==> config.mk <==
export PLATFORM = sky130hd
export DESIGN_NAME = redundant_image_crc_select
export DESIGN_NICKNAME = d
export VERILOG_FILES = /design/src/sv/ricrc_pkg.sv /design/src/sv/ricrc_core.sv /design/src/sv/redundant_image_crc_select.sv
export SDC_FILE = /design/constraint.sdc
export NUM_CORES = 1
export LEC_CHECK = 0
export BUFFER_PORTS_ARGS = -buffer_cell sky130_fd_sc_hd__buf_4
export CAP_MARGIN = 30
export CELL_PAD_IN_SITES_DETAIL_PLACEMENT = 1
export CELL_PAD_IN_SITES_GLOBAL_PLACEMENT = 2
export CORE_ASPECT_RATIO = 1.25
export CORE_MARGIN = 2
export CORE_UTILIZATION = 45
export CTS_BUF_LIST = sky130_fd_sc_hd__clkbuf_4 sky130_fd_sc_hd__clkbuf_8
export DETAILED_ROUTE_END_ITERATION = 6
export PLACE_DENSITY_LB_ADDON = 0.1
export SLEW_MARGIN = 20
export SYNTH_ARGS = -nofsm -noshare
export SYNTH_HDL_FRONTEND = slang
export SYNTH_HIERARCHICAL = 1
export SYNTH_SLANG_ARGS = --single-unit
==> constraint.sdc <==
create_clock -name clk_i -period 8.49 [get_ports clk_i]
set_input_delay 0.4245 -clock clk_i [delete_from_list [all_inputs] [get_ports clk_i]]
set_output_delay 0.4245 -clock clk_i [all_outputs]
set_load 0.01 [all_outputs]
==> src/sv/ricrc_pkg.sv <==
package ricrc_pkg;

  // Reflected CRC-32 constants
  localparam logic [31:0] CRC_POLY = 32'hEDB8_8320;
  localparam logic [31:0] CRC_ONES = 32'hFFFF_FFFF;

  // Serial wrap points
  localparam logic [7:0] SERIAL_MAX = 8'hFF;
  localparam logic [7:0] SERIAL_MIN = 8'h00;

  // Copy selection codes
  typedef enum logic [1:0] {
    CHOICE_NONE   = 2'd0,
    CHOICE_FIRST  = 2'd1,
    CHOICE_SECOND = 2'd2
  } choice_e;

  // One input beat
  typedef struct packed {
    logic        copy_sel;
    logic [7:0]  data_byte;
    logic        last_byte;
    logic [31:0] stored_crc;
    logic [7:0]  serial;
  } item_t;

  // One result beat
  typedef struct packed {
    choice_e choice;
    logic    first_valid;
    logic    second_valid;
  } result_t;

  // Fold one byte into the CRC register, LSB first
  function automatic logic [31:0] crc_byte(logic [31:0] crc, logic [7:0] data);
    logic [31:0] c;
    c = crc ^ {24'h0, data};
    for (int i = 0; i < 8; i++) begin
      if (c[0]) begin
        c = (c >> 1) ^ CRC_POLY;
      end else begin
        c = c >> 1;
      end
    end
    return c;
  endfunction

endpackage

==> src/sv/ricrc_core.sv <==
// CRC state, per-copy check and copy selection. State advances on step_i.
module ricrc_core (
  input  logic                clk_i,
  input  logic                rst_ni,
  input  logic                step_i,
  input  ricrc_pkg::item_t    item_i,
  output logic                res_valid_o,
  output ricrc_pkg::result_t  res_o
);

  logic [31:0] crc_q, crc_d;
  logic        first_ok_q, first_ok_d;
  logic [7:0]  first_serial_q, first_serial_d;
  logic [31:0] crc_next;
  logic        ok;

  // CRC of the current byte and the check against the stored word
  assign crc_next = ricrc_pkg::crc_byte(crc_q, item_i.data_byte);
  assign ok       = ((crc_next ^ ricrc_pkg::CRC_ONES) == item_i.stored_crc);

  // A result comes with the last byte of the second copy
  assign res_valid_o = item_i.last_byte && item_i.copy_sel;

  // Copy selection
  always_comb begin
    res_o.first_valid  = first_ok_q;
    res_o.second_valid = ok;
    if (!first_ok_q && !ok) begin
      res_o.choice = ricrc_pkg::CHOICE_NONE;
    end else if (!ok) begin
      res_o.choice = ricrc_pkg::CHOICE_FIRST;
    end else if (!first_ok_q) begin
      res_o.choice = ricrc_pkg::CHOICE_SECOND;
    end else if (first_serial_q == ricrc_pkg::SERIAL_MAX &&
                 item_i.serial == ricrc_pkg::SERIAL_MIN) begin
      res_o.choice = ricrc_pkg::CHOICE_SECOND;
    end else if (item_i.serial == ricrc_pkg::SERIAL_MAX &&
                 first_serial_q == ricrc_pkg::SERIAL_MIN) begin
      res_o.choice = ricrc_pkg::CHOICE_FIRST;
    end else if (item_i.serial > first_serial_q) begin
      res_o.choice = ricrc_pkg::CHOICE_SECOND;
    end else begin
      res_o.choice = ricrc_pkg::CHOICE_FIRST;
    end
  end

  // Next state
  always_comb begin
    crc_d          = crc_q;
    first_ok_d     = first_ok_q;
    first_serial_d = first_serial_q;
    if (step_i) begin
      crc_d = crc_next;
      if (item_i.last_byte) begin
        crc_d = ricrc_pkg::CRC_ONES;
        if (!item_i.copy_sel) begin
          first_ok_d     = ok;
          first_serial_d = item_i.serial;
        end else begin
          first_ok_d     = 1'b0;
          first_serial_d = '0;
        end
      end
    end
  end

  always_ff @(posedge clk_i or negedge rst_ni) begin
    if (!rst_ni) begin
      crc_q          <= ricrc_pkg::CRC_ONES;
      first_ok_q     <= 1'b0;
      first_serial_q <= '0;
    end else begin
      crc_q          <= crc_d;
      first_ok_q     <= first_ok_d;
      first_serial_q <= first_serial_d;
    end
  end

`ifndef NO_ASSERTIONS
  // The CRC register is preset after every finished copy
  a_crc_preset: assert property (@(posedge clk_i) disable iff (!rst_ni)
    step_i && item_i.last_byte |=> crc_q == ricrc_pkg::CRC_ONES)
    else $error("CRC register not preset after last byte");

  // First-copy state clears after a result
  a_first_clear: assert property (@(posedge clk_i) disable iff (!rst_ni)
    step_i && res_valid_o |=> !first_ok_q && first_serial_q == ricrc_pkg::SERIAL_MIN)
    else $error("first copy state not cleared after result");

  // The chosen copy is a valid one, or none when neither copy is valid
  a_choice_valid: assert property (@(posedge clk_i) disable iff (!rst_ni)
    res_valid_o |->
      (res_o.choice == ricrc_pkg::CHOICE_NONE && !res_o.first_valid && !res_o.second_valid) ||
      (res_o.choice == ricrc_pkg::CHOICE_FIRST && res_o.first_valid) ||
      (res_o.choice == ricrc_pkg::CHOICE_SECOND && res_o.second_valid))
    else $error("selected copy is not valid");
`endif

endmodule

==> src/sv/redundant_image_crc_select.sv <==
// Channel | Handshake                  | Payload
// --------+----------------------------+-------------------------------------------
// in      | in_valid_i / in_ready_o    | copy_sel, data_byte, last_byte, stored_crc, serial
// out     | out_valid_o / out_ready_i  | choice, first_valid, second_valid
//
// One byte beat per cycle while no result is held up; a result for the last byte of the
// second copy passes through the input register, then the result register.
// The byte-wide CRC update between the two registers sets the one-cycle rate.
// Reset presets the CRC register to all ones and clears the first-copy result.
// A stalled result holds only the beat that would make a new result; plain bytes
// keep flowing while a result waits.
module redundant_image_crc_select (
  input  logic        clk_i,
  input  logic        rst_ni,
  input  logic        in_valid_i,
  output logic        in_ready_o,
  input  logic        copy_sel_i,
  input  logic [7:0]  data_byte_i,
  input  logic        last_byte_i,
  input  logic [31:0] stored_crc_i,
  input  logic [7:0]  serial_i,
  output logic        out_valid_o,
  input  logic        out_ready_i,
  output logic [1:0]  choice_o,
  output logic        first_valid_o,
  output logic        second_valid_o
);

  logic               s1_valid_q, s1_valid_d;
  ricrc_pkg::item_t   s1_item_q;
  logic               out_valid_q, out_valid_d;
  ricrc_pkg::result_t out_q;
  logic               advance;
  logic               res_valid;
  ricrc_pkg::result_t res;

  ricrc_core u_core (
    .clk_i       (clk_i),
    .rst_ni      (rst_ni),
    .step_i      (advance),
    .item_i      (s1_item_q),
    .res_valid_o (res_valid),
    .res_o       (res)
  );

  // Stage advances unless its result has nowhere to go
  assign advance    = s1_valid_q && (!res_valid || !out_valid_q || out_ready_i);
  assign in_ready_o = !s1_valid_q || advance;

  assign s1_valid_d  = (in_valid_i && in_ready_o) || (s1_valid_q && !advance);
  assign out_valid_d = (advance && res_valid) || (out_valid_q && !out_ready_i);

  // Control registers
  always_ff @(posedge clk_i or negedge rst_ni) begin
    if (!rst_ni) begin
      s1_valid_q  <= 1'b0;
      out_valid_q <= 1'b0;
    end else begin
      s1_valid_q  <= s1_valid_d;
      out_valid_q <= out_valid_d;
    end
  end

  // Payload registers
  always_ff @(posedge clk_i) begin
    if (in_valid_i && in_ready_o) begin
      s1_item_q.copy_sel   <= copy_sel_i;
      s1_item_q.data_byte  <= data_byte_i;
      s1_item_q.last_byte  <= last_byte_i;
      s1_item_q.stored_crc <= stored_crc_i;
      s1_item_q.serial     <= serial_i;
    end
    if (advance && res_valid) begin
      out_q <= res;
    end
  end

  assign out_valid_o    = out_valid_q;
  assign choice_o       = out_q.choice;
  assign first_valid_o  = out_q.first_valid;
  assign second_valid_o = out_q.second_valid;

`ifndef NO_ASSERTIONS
  // Input only stalls behind a waiting stage
  a_ready_stall: assert property (@(posedge clk_i) disable iff (!rst_ni)
    !in_ready_o |-> s1_valid_q && res_valid && out_valid_q && !out_ready_i)
    else $error("input stalled without cause");

  // A result is produced only when the stage steps a second-copy last byte
  a_out_source: assert property (@(posedge clk_i) disable iff (!rst_ni)
    out_valid_q && !$past(out_valid_q) |-> $past(advance && res_valid))
    else $error("result appeared without a source beat");

  // A waiting result is not overwritten
  a_out_hold: assert property (@(posedge clk_i) disable iff (!rst_ni)
    out_valid_q && !out_ready_i |=> out_valid_q && $stable(out_q))
    else $error("pending result lost");
`endif

endmodule

# [Word level (Yosys, flattened, before mapping)]
# Index checks and enable logic that the tools add are counted.
[classes] multipliers=0 mux=16 n_bitwise=11 addsub=0 n_div=0 eq_ne=3 shifts=0 reduce_logical=25 order_cmp=1
[op_table] cell="32-bit two-way mux" count=9
[op_table] cell="13-bit inverter with 14-bit output" count=8
[op_table] cell="32-bit equality test" count=1
[op_table] cell="32-bit inverter" count=1
[op_table] cell="32-bit by 8-bit bitwise XOR with 32-bit output" count=1
[op_table] cell="8-bit equality test, second input constant" count=2
[op_table] cell="8-bit logical NOT" count=2
[op_table] cell="1-bit logical AND" count=9
[op_table] cell="8-bit > comparator" count=1
[op_table] cell="2-bit two-way mux" count=4
[op_table] cell="8-bit two-way mux" count=1
[op_table] cell="1-bit logical NOT" count=7
[op_table] cell="1-bit logical OR" count=5
[op_table] cell="1-bit two-way mux" count=2
[op_table] cell="2-bit AND reduction" count=1
[op_table] cell="2-bit OR reduction" count=1
[op_table] cell="1-bit inverter" count=1
[word_totals] latch_bits=0 inputBits=54 romBits=0 ramBits=0 ff_bits=97 n_memories=0 out_inout_bits=6 elab_cells=70

# [Logic depth before layout (Yosys ltp)]
# Gate-level depths: netlist of run 1.
[depth] word_depth=22 mapped_depth=10 ltp_nobuf=10

# [Cells and area by module]
# Netlist of run 1, hierarchy kept.
[modules_own_cells] module="ricrc_core" cells_each=332 n_inst=1 area_each_um2=3318.2
[modules_own_cells] module="redundant_image_crc_select" cells_each=64 n_inst=1 area_each_um2=1739.2

# [Least setup slack after synthesis of run 1]
# Ideal clock, no wire load.
[synth_path] path_kind="register to register" startpoint="register s1_item_q[43] (netlist bit)" endpoint="register out_q, in the netlist choice_o[0] (data pin)" arrival_time_ns=2.845 path_buffers=0 required_time_ns=8.236 stages_incl_launch_ff=9 setup_slack_ns=5.390 period_less_slack_ns=3.100 setup_time_ns=0.254 path_cell_list="edfxtp_1 -> xnor2_1 -> xor2_1 -> xnor2_1 -> xnor3_1 -> or4_4 -> nor4_4 -> nand4_2 -> o21a_1"
[synth_between] elab_chain_cells=17
[synth_rtl] item="start: declaration" line_no="redundant_image_crc_select.sv:30" source="ricrc_pkg::item_t s1_item_q;"
[synth_rtl] item="32-bit by 8-bit bitwise XOR with 32-bit output (*)" line_no="ricrc_pkg.sv:37" source="c = crc ^ {24'h0, data};"
[synth_rtl] item="32-bit two-way mux (*) (3 in series)" line_no="ricrc_pkg.sv:39" source="if (c[0]) begin"
[synth_rtl] item="13-bit inverter with 14-bit output (no source line)"
[synth_rtl] item="32-bit two-way mux (*) (2 in series)" line_no="ricrc_pkg.sv:39"
[synth_rtl] item="13-bit inverter with 14-bit output (no source line) / 32-bit two-way mux (equally long branches)"
[synth_rtl] item="32-bit two-way mux (*)" line_no="ricrc_pkg.sv:39"
[synth_rtl] item="13-bit inverter with 14-bit output (no source line)"
[synth_rtl] item="32-bit two-way mux (*)" line_no="ricrc_pkg.sv:39"
[synth_rtl] item="13-bit inverter with 14-bit output (no source line)"
[synth_rtl] item="32-bit two-way mux (*)" line_no="ricrc_pkg.sv:39"
[synth_rtl] item="32-bit inverter (no source line) (*)"
[synth_rtl] item="32-bit equality test (*)" line_no="ricrc_core.sv:19" source="assign ok = ((crc_next ^ ricrc_pkg::CRC_ONES) == item_i.stored_crc);"
[synth_rtl] item="1-bit logical NOT" line_no="ricrc_core.sv:28" source="if (!first_ok_q && !ok) begin"
[synth_rtl] item="1-bit logical AND" line_no="ricrc_core.sv:28"
[synth_rtl] item="end signal: assignment" line_no="redundant_image_crc_select.sv:74" source="out_q <= res;"
[synth_rtl] item="end: declaration" line_no="redundant_image_crc_select.sv:32" source="ricrc_pkg::result_t out_q;"
# Mark *: on every way between the ends. The rest lies on a longest branch, timed or not.
# A chain may end at the register's enable or synchronous reset.

# [Worst setup path in the final report of run 1]
# Ends and elaborated chain as after synthesis.

==> results.yml, run 1 <==
clocking:
  worst_skew_pair.late_latency_ps: 370
  cts.root.buffer_cell: "clkbuf_8"
  worst_setup_hold_path_clk_slew_ps: 90
  cts_bufs_inserted: 9
  clock_sinks: 97
  cts_hold_buf: 0
  cts_tree: "built"
  ctsResizeCount: 0
  htree_num_levels: 3
  cts.path.max_buffers: 2
  cts_setup_buffers: 0
timing:
  grt_setup_unrepaired: "no"
  slew_headroom_pct: 45.2
  final_worst_path_period_share_pct: 42.4
  finClkSkew_ps: 12.1
  finalCriticalPeriod_ps: 3600
  timing_hold_violations_final: 0
  maxSlewViolCount: 0
  setup_tns_after_final_layout_ps: 0
  fmax_mhz: 278
  setup_viol_count_final: 0
  tightestPinTransition_ps: 816
cells_and_area:
  diodes_inserted: 0
  areaGrowthSynthToFinish_pct: 16.2
  layout_common_cells: "60 x buf_4, 59 x xnor2_1, 54 x edfxtp_1"
  design.final.nets: 520
  most_common_cell_after_layout_fill_and_taps_aside: "buf_4"
  finish.utilization_pct: 53.3
  drive_gt1_share_pct: 28.3
placement:
  gpl.final_weighted_congestion: 0.855
  numPortBuffers: 59
  hpwl_um: 8590
grt:
  met1_usage_in_global_routing_pct: 24.6
  grt_use_met3_pct: 2.45
  gr-usage-met2_pct: 36.9
  antenna_violations_before_repair: 0
  grt.overflow.total: 0
  busiest_layer: "met2"
  grt_max_degree: 51
  via_count_of_the_first_global_routing_pass: 3400
  global_route.usage.total_pct: 20.2
  first_pass_grt_wire_length_um: 18400
synth:
  yosys.area.top_type: "edfxtp_1"
  synth_edf_count: 54
  dominantRegCellSynth: "edfxtp_1"
  yosysUniqueCellTypes: 56
  netlist.area_leader.share_pct: 32.1
  syn_area_per_cell_um2: 12.8
  synth-seq-cells: 97
  yosysWarnings: 6
  post_synth_main_area_contributors: "edfxtp_1 32%, dfstp_2 17%, xnor2_1 10%"
  postSynth.asyncResetShare_pct: 44.3
  syn_inst: 396
  synthesis.area_mm2: 0.00506
  syn-num-nets: 458
  synth.yosys.seq_area_share_pct: 54.1
routing:
  post-route-drc-count: 0
  route.vias.total: 3207
  ant_nets: 0
  detail_route.wirelength_um: 11600
  routed_via_density: 5.36
  avgRoutedWirePerCell_um: 19.4
  drt-initial-drc-count: 60
  detail_route.first_pass.iterations: 4
pwr:
  power_leakage_nw: 2.29
  powerDensity_mw_per_mm2: 381
  worst_ir_drop_vdd_uv: 164
floorplan:
  ports: 60
  start_util_pct: 45.9
  die_height_um: 123
  die-width_um: 98.8
  fp.coreArea_mm2: 0.0110
  design.die.area_mm2: 0.0121
  rows: 43
worst_hold_path:
  hp-class: "input pin to asynchronous set/reset pin"
outcome:
  run_status: "finished, final reports clean"
worst_setup_path:
  cpMostUsedCell: "xnor2_1"
  worst_ep_arrival_time_ps: 3730
  critPathMaxFanout: 7
  cp-end-kind: "flip-flop"
  crit_type: "flip-flop to flip-flop"
  crit_path_top_delay_cell: "xnor2_1"
  crit_path_max_incr_delay_ps: 680
  critical_path.startpoint_type: "flip-flop"
  worst_ep_required_time_ps: 8630
  path_cells: "xnor2_1 > xor2_1 > xnor2_1 > xnor3_1 > or4_4 > nor4_4 > nand4_2 > o21a_1"
flow_run:
  number_of_max_capacitance_violations_reported: 0
path summary, 6_finish.rpt:
kind | start | to | slack [ps] | depth (start not counted)
setup / recovery | s1_item_q[43]$_DFFE_PP_ | choice_o[0]$_DFFE_PP_ | 4890 | 8
setup reg to reg | s1_item_q[43]$_DFFE_PP_ | choice_o[0]$_DFFE_PP_ | 4890 | 8
hold reg to reg | u_core/first_serial_q[4]$_DFFE_PN0P_ | u_core/first_serial_q[4]$_DFFE_PN0P_ | 490 | 2
hold / removal | rst_ni | u_core/first_serial_q[1]$_DFFE_PN0P_ | 40 | 1
max in group asynchronous | rst_ni | u_core/crc_q[4]$_DFFE_PN1P_ | 8040 | 1
min in group clk_i | stored_crc_i[11] | s1_item_q[19]$_DFFE_PP_ | 220 | 1
per-layer routing:
layer | wire (um) | up-vias
li1 | - | 1516
met1 | 4770 | 1629
met2 | 6360 | 48
met3 | 300 | 14
met4 | 182 | 0
met5 | 0 | -
critical path: cells and delay by family, from the launching register on:
| family | cells | cell delay, ps |
|---|---|---|
| xor+xnor | 4 | 1700 |
| simple gates | 3 | 1040 |
| flops | 1 | 390 |
| compound gates | 1 | 230 |
cell usage after synthesis (11+ instances only):
library cell and instances:
xnor2_1 59, nor2_1 24, nand2b_1 13, dfrtp_1 11, edfxtp_1 54, o22a_1 12, xor2_1 30, dfstp_2 32
a21oi_1 28, nand2_1 17
report_power, final:
part           internal [W]  switching [W]  total (W)
registers          0.000624      0.0000731   0.000697
clock network      0.000138       0.000159   0.000296
logic              0.000578       0.000666    0.00124
sequential cells by signal, summed over array words and instances (netlist names):
name / cells
u_core/first_ok_q: 1
out_valid_o: 1
s1_valid_q: 1
first_valid_o: 1
second_valid_o: 1
choice_o: 2
u_core/first_serial_q: 8
u_core/crc_q: 32
s1_item_q: 50
cells by family (layout without fill, tap and decap cells):
logic type / Yosys count / count (layout) / synth area share [%]
xor gates and xnor gates: 105 / 105 / 22.0
DFF: 97 / 97 / 54.1
and+or+nand+nor: 95 / 95 / 10.9
AOI/OAI and AO/OA: 64 / 64 / 8.19
buffers and inverters: 22 / 89 / 1.78
adders and majority gates: 8 / 8 / 1.98
muxes: 5 / 5 / 0.990
through the flow:
stage	cell area (um^2)	setup slack, ps	std cells	hold WS, ps	power [W]
final	5880	4890	598	36.6	0.00224
after global routing	5880	4710	598	80.4	0.00239
after CTS	5860	4910	597	53.1	0.00226
after detailed placement	5670	4950	581	462	0.00195
after global placement	5640	4950	579	462	0.00192
after floorplan	5060	5390	396	129	0.00166
final cells by class:
| type | count | area, um^2 |
|---|---|---|
| clock buffer | 10 | 131 |
| inverter | 10 | 37.5 |
| tap | 135 | 169 |
| clock inverter | 6 | 58.8 |
| multi-input combinational | 277 | 2240 |
| timing repair buffer | 63 | 498 |
| sequential | 97 | 2740 |
| fill | 1151 | 5150 |
(Power assumes the default switching activity.)
==> run 2: changes to the inputs <==
- CORE_UTILIZATION: 45 -> 42
- clock period: 8.49 -> 3.6 ns (I/O delays scaled with it)
==> run 2 against run 1 <==
Net effect: highest routed layer unchanged; sequential power increased by 140%; cell area increased by 9.8%; largest power group unchanged; flip-flop and latch count unchanged; die area increased by 6.9%; clock-buffer cell count increased by 2; via count increased by 5.8%.
==> results.yml, run 2 (synthesis results as in run 1) <==
grt:
  first_pass_grt_wire_length_um: 20100
  via_count_of_the_first_global_routing_pass: 3654
  grt.overflow.total: 0
  global_route.usage.total_pct: 21.2
  antenna_violations_before_repair: 0
  grt_max_degree: 51
cells_and_area:
  diodes_inserted: 0
  largestRegisters: "s1_item_q x50, u_core/crc_q x32, u_core/first_serial_q x8"
  max_flop_register: "s1_item_q"
  layout_common_cells: "70 x buf_4, 59 x xnor2_1, 54 x edfxtp_1"
  drive_gt1_share_pct: 26.4
  most_common_cell_after_layout_fill_and_taps_aside: "buf_4"
  final-instance-count-excl-fill: 683
  design_area_mm2: 0.00645
  largest_register_ff_count: 50
  design.final.nets: 579
  areaGrowthSynthToFinish_pct: 27.6
routing:
  detail_route.wirelength_um: 12500
  avgRoutedWirePerCell_um: 18.3
  drt-initial-drc-count: 99
  routed_via_density: 4.97
  detail_route.first_pass.iterations: 5
  post-route-drc-count: 0
  ant_nets: 0
  route.vias.total: 3393
worst_setup_path:
  critPathMaxFanout: 10
  timing.reg2reg.setup_slack_ps: 270
  r2r_start: "s1_item_q[41]$_DFFE_PP_"
  cp-end-kind: "flip-flop"
  crit_type: "flip-flop to flip-flop"
  worstSetupStartpoint: "s1_item_q[41]$_DFFE_PP_"
  rr_endpoint: "choice_o[0]$_DFFE_PP_"
  worstSetupEndpoint: "choice_o[0]$_DFFE_PP_"
  critical_path.startpoint_type: "flip-flop"
  worst_ep_arrival_time_ps: 3470
  crit_path_top_delay_cell: "or4_4"
  r2r.worst_path.cells: 8
  path_cells: "xnor2_4 > xor2_4 > xor2_2 > xnor3_1 > or4_4 > nor4_4 > nand4_2 > o21a_1"
  worst_ep_required_time_ps: 3740
  crit_path_max_incr_delay_ps: 530
clocking:
  worst_skew_pair.late_latency_ps: 380
  cts_tree: "built"
  clock_sinks: 97
  cts_bufs_inserted: 9
  cts_setup_buffers: 0
  worst_setup_hold_path_clk_slew_ps: 90
  cts.root.buffer_cell: "clkbuf_8"
  htree_num_levels: 3
  cts.path.max_buffers: 2
timing:
  grt_setup_unrepaired: "no"
  final_worst_path_period_share_pct: 92.5
  slew_headroom_pct: 45.5
  fin_worst_hold_slack_ps: 99.4
  finalCriticalPeriod_ps: 3330
  fmax_mhz: 300
  tightestPinTransition_ps: 812
  timing_hold_violations_final: 0
  setup_viol_count_final: 0
  setup_tns_after_final_layout_ps: 0
  maxSlewViolCount: 0
  finClkSkew_ps: 11.5
floorplan:
  rows: 44
  fp.coreArea_mm2: 0.0117
  die-width_um: 102
  ports: 60
  die_height_um: 127
  design.die.area_mm2: 0.0129
  start_util_pct: 43.3
placement:
  hpwl_um: 8820
  gpl.final_weighted_congestion: 0.856
  numPortBuffers: 59
  place.detailed.instances: 615
  placed_area_mm2: 0.00574
worst_hold_path:
  holdPathStages: 3
  hp-class: "input pin to flip-flop"
  launch_point_of_the_worst_hold_path: "out_ready_i"
pwr:
  powerDensity_mw_per_mm2: 842
  worst_ir_drop_vdd_uv: 499
  power_leakage_nw: 2.53
flow_run:
  number_of_max_capacitance_violations_reported: 0
outcome:
  run_status: "finished, final reports clean"
-- run 2: worst min-delay path by stage --
| stage | to | slack [ps] |
|---|---|---|
| final | s1_valid_q$_DFF_PN0_ | 100 |
| after detailed placement | u_core/first_serial_q[1]$_DFFE_PN0P_ | 220 |
| after global placement | u_core/first_serial_q[1]$_DFFE_PN0P_ | 220 |
| after floorplan | out_valid_o$_DFF_PN0_ | -120 |
| after CTS | s1_valid_q$_DFF_PN0_ | 80 |
| after global routing | s1_valid_q$_DFF_PN0_ | 100 |
-- run 2: layout make-up --
cell class / count / area, um^2
clock buffers: 12 / 153
clock inverters: 4 / 42.5
fillers: 1233 / 5220
inverters: 10 / 37.5
multi-input cells: 277 / 2240
flip-flops and latches: 97 / 2740
well taps: 161 / 201
repair buffers: 122 / 1050
-- run 2: per-stage QoR --
step	util, %	setup slack [ps]	power (W)
after detailed placement	49.2	259	0.00470
final	55.3	271	0.00543
after global placement	49.2	332	0.00466
after global routing	55.3	6.47	0.00579
after floorplan	-	500	0.00391
after CTS	55.3	240	0.00549
-- run 2: power by group --
group,internal (W),switching (W),leakage (nW)
clock,0.000351,0.000369,0.102
sequential,0.00147,0.000174,1.01
combinational,0.00146,0.00160,1.42
total,0.00329,0.00215,2.53
-- run 2: metal layers --
metal,vias to the layer above,share of wire [%],track usage [%]
met5,-,0,0
met1,1678,41,26.0
met2,58,53,36.4
li1,1634,-,-
met3,23,2.6,4.08
met4,0,2.9,8.71
-- run 2: critical path, delay by kind of cell (launching register included) --
kind | cells | cell delay (ps)
AOI/OAI and AO/OA | 1 | 220
xor gates and xnor gates | 4 | 1390
DFF | 1 | 460
and+or+nand+nor | 3 | 1020
-- run 2: what timing repair did --
item                       in CTS  in global routing
hold buffers                   52                  0
hold endpoints to repair       62                  0
resized for setup               0                  0
setup endpoints to repair       0                  0
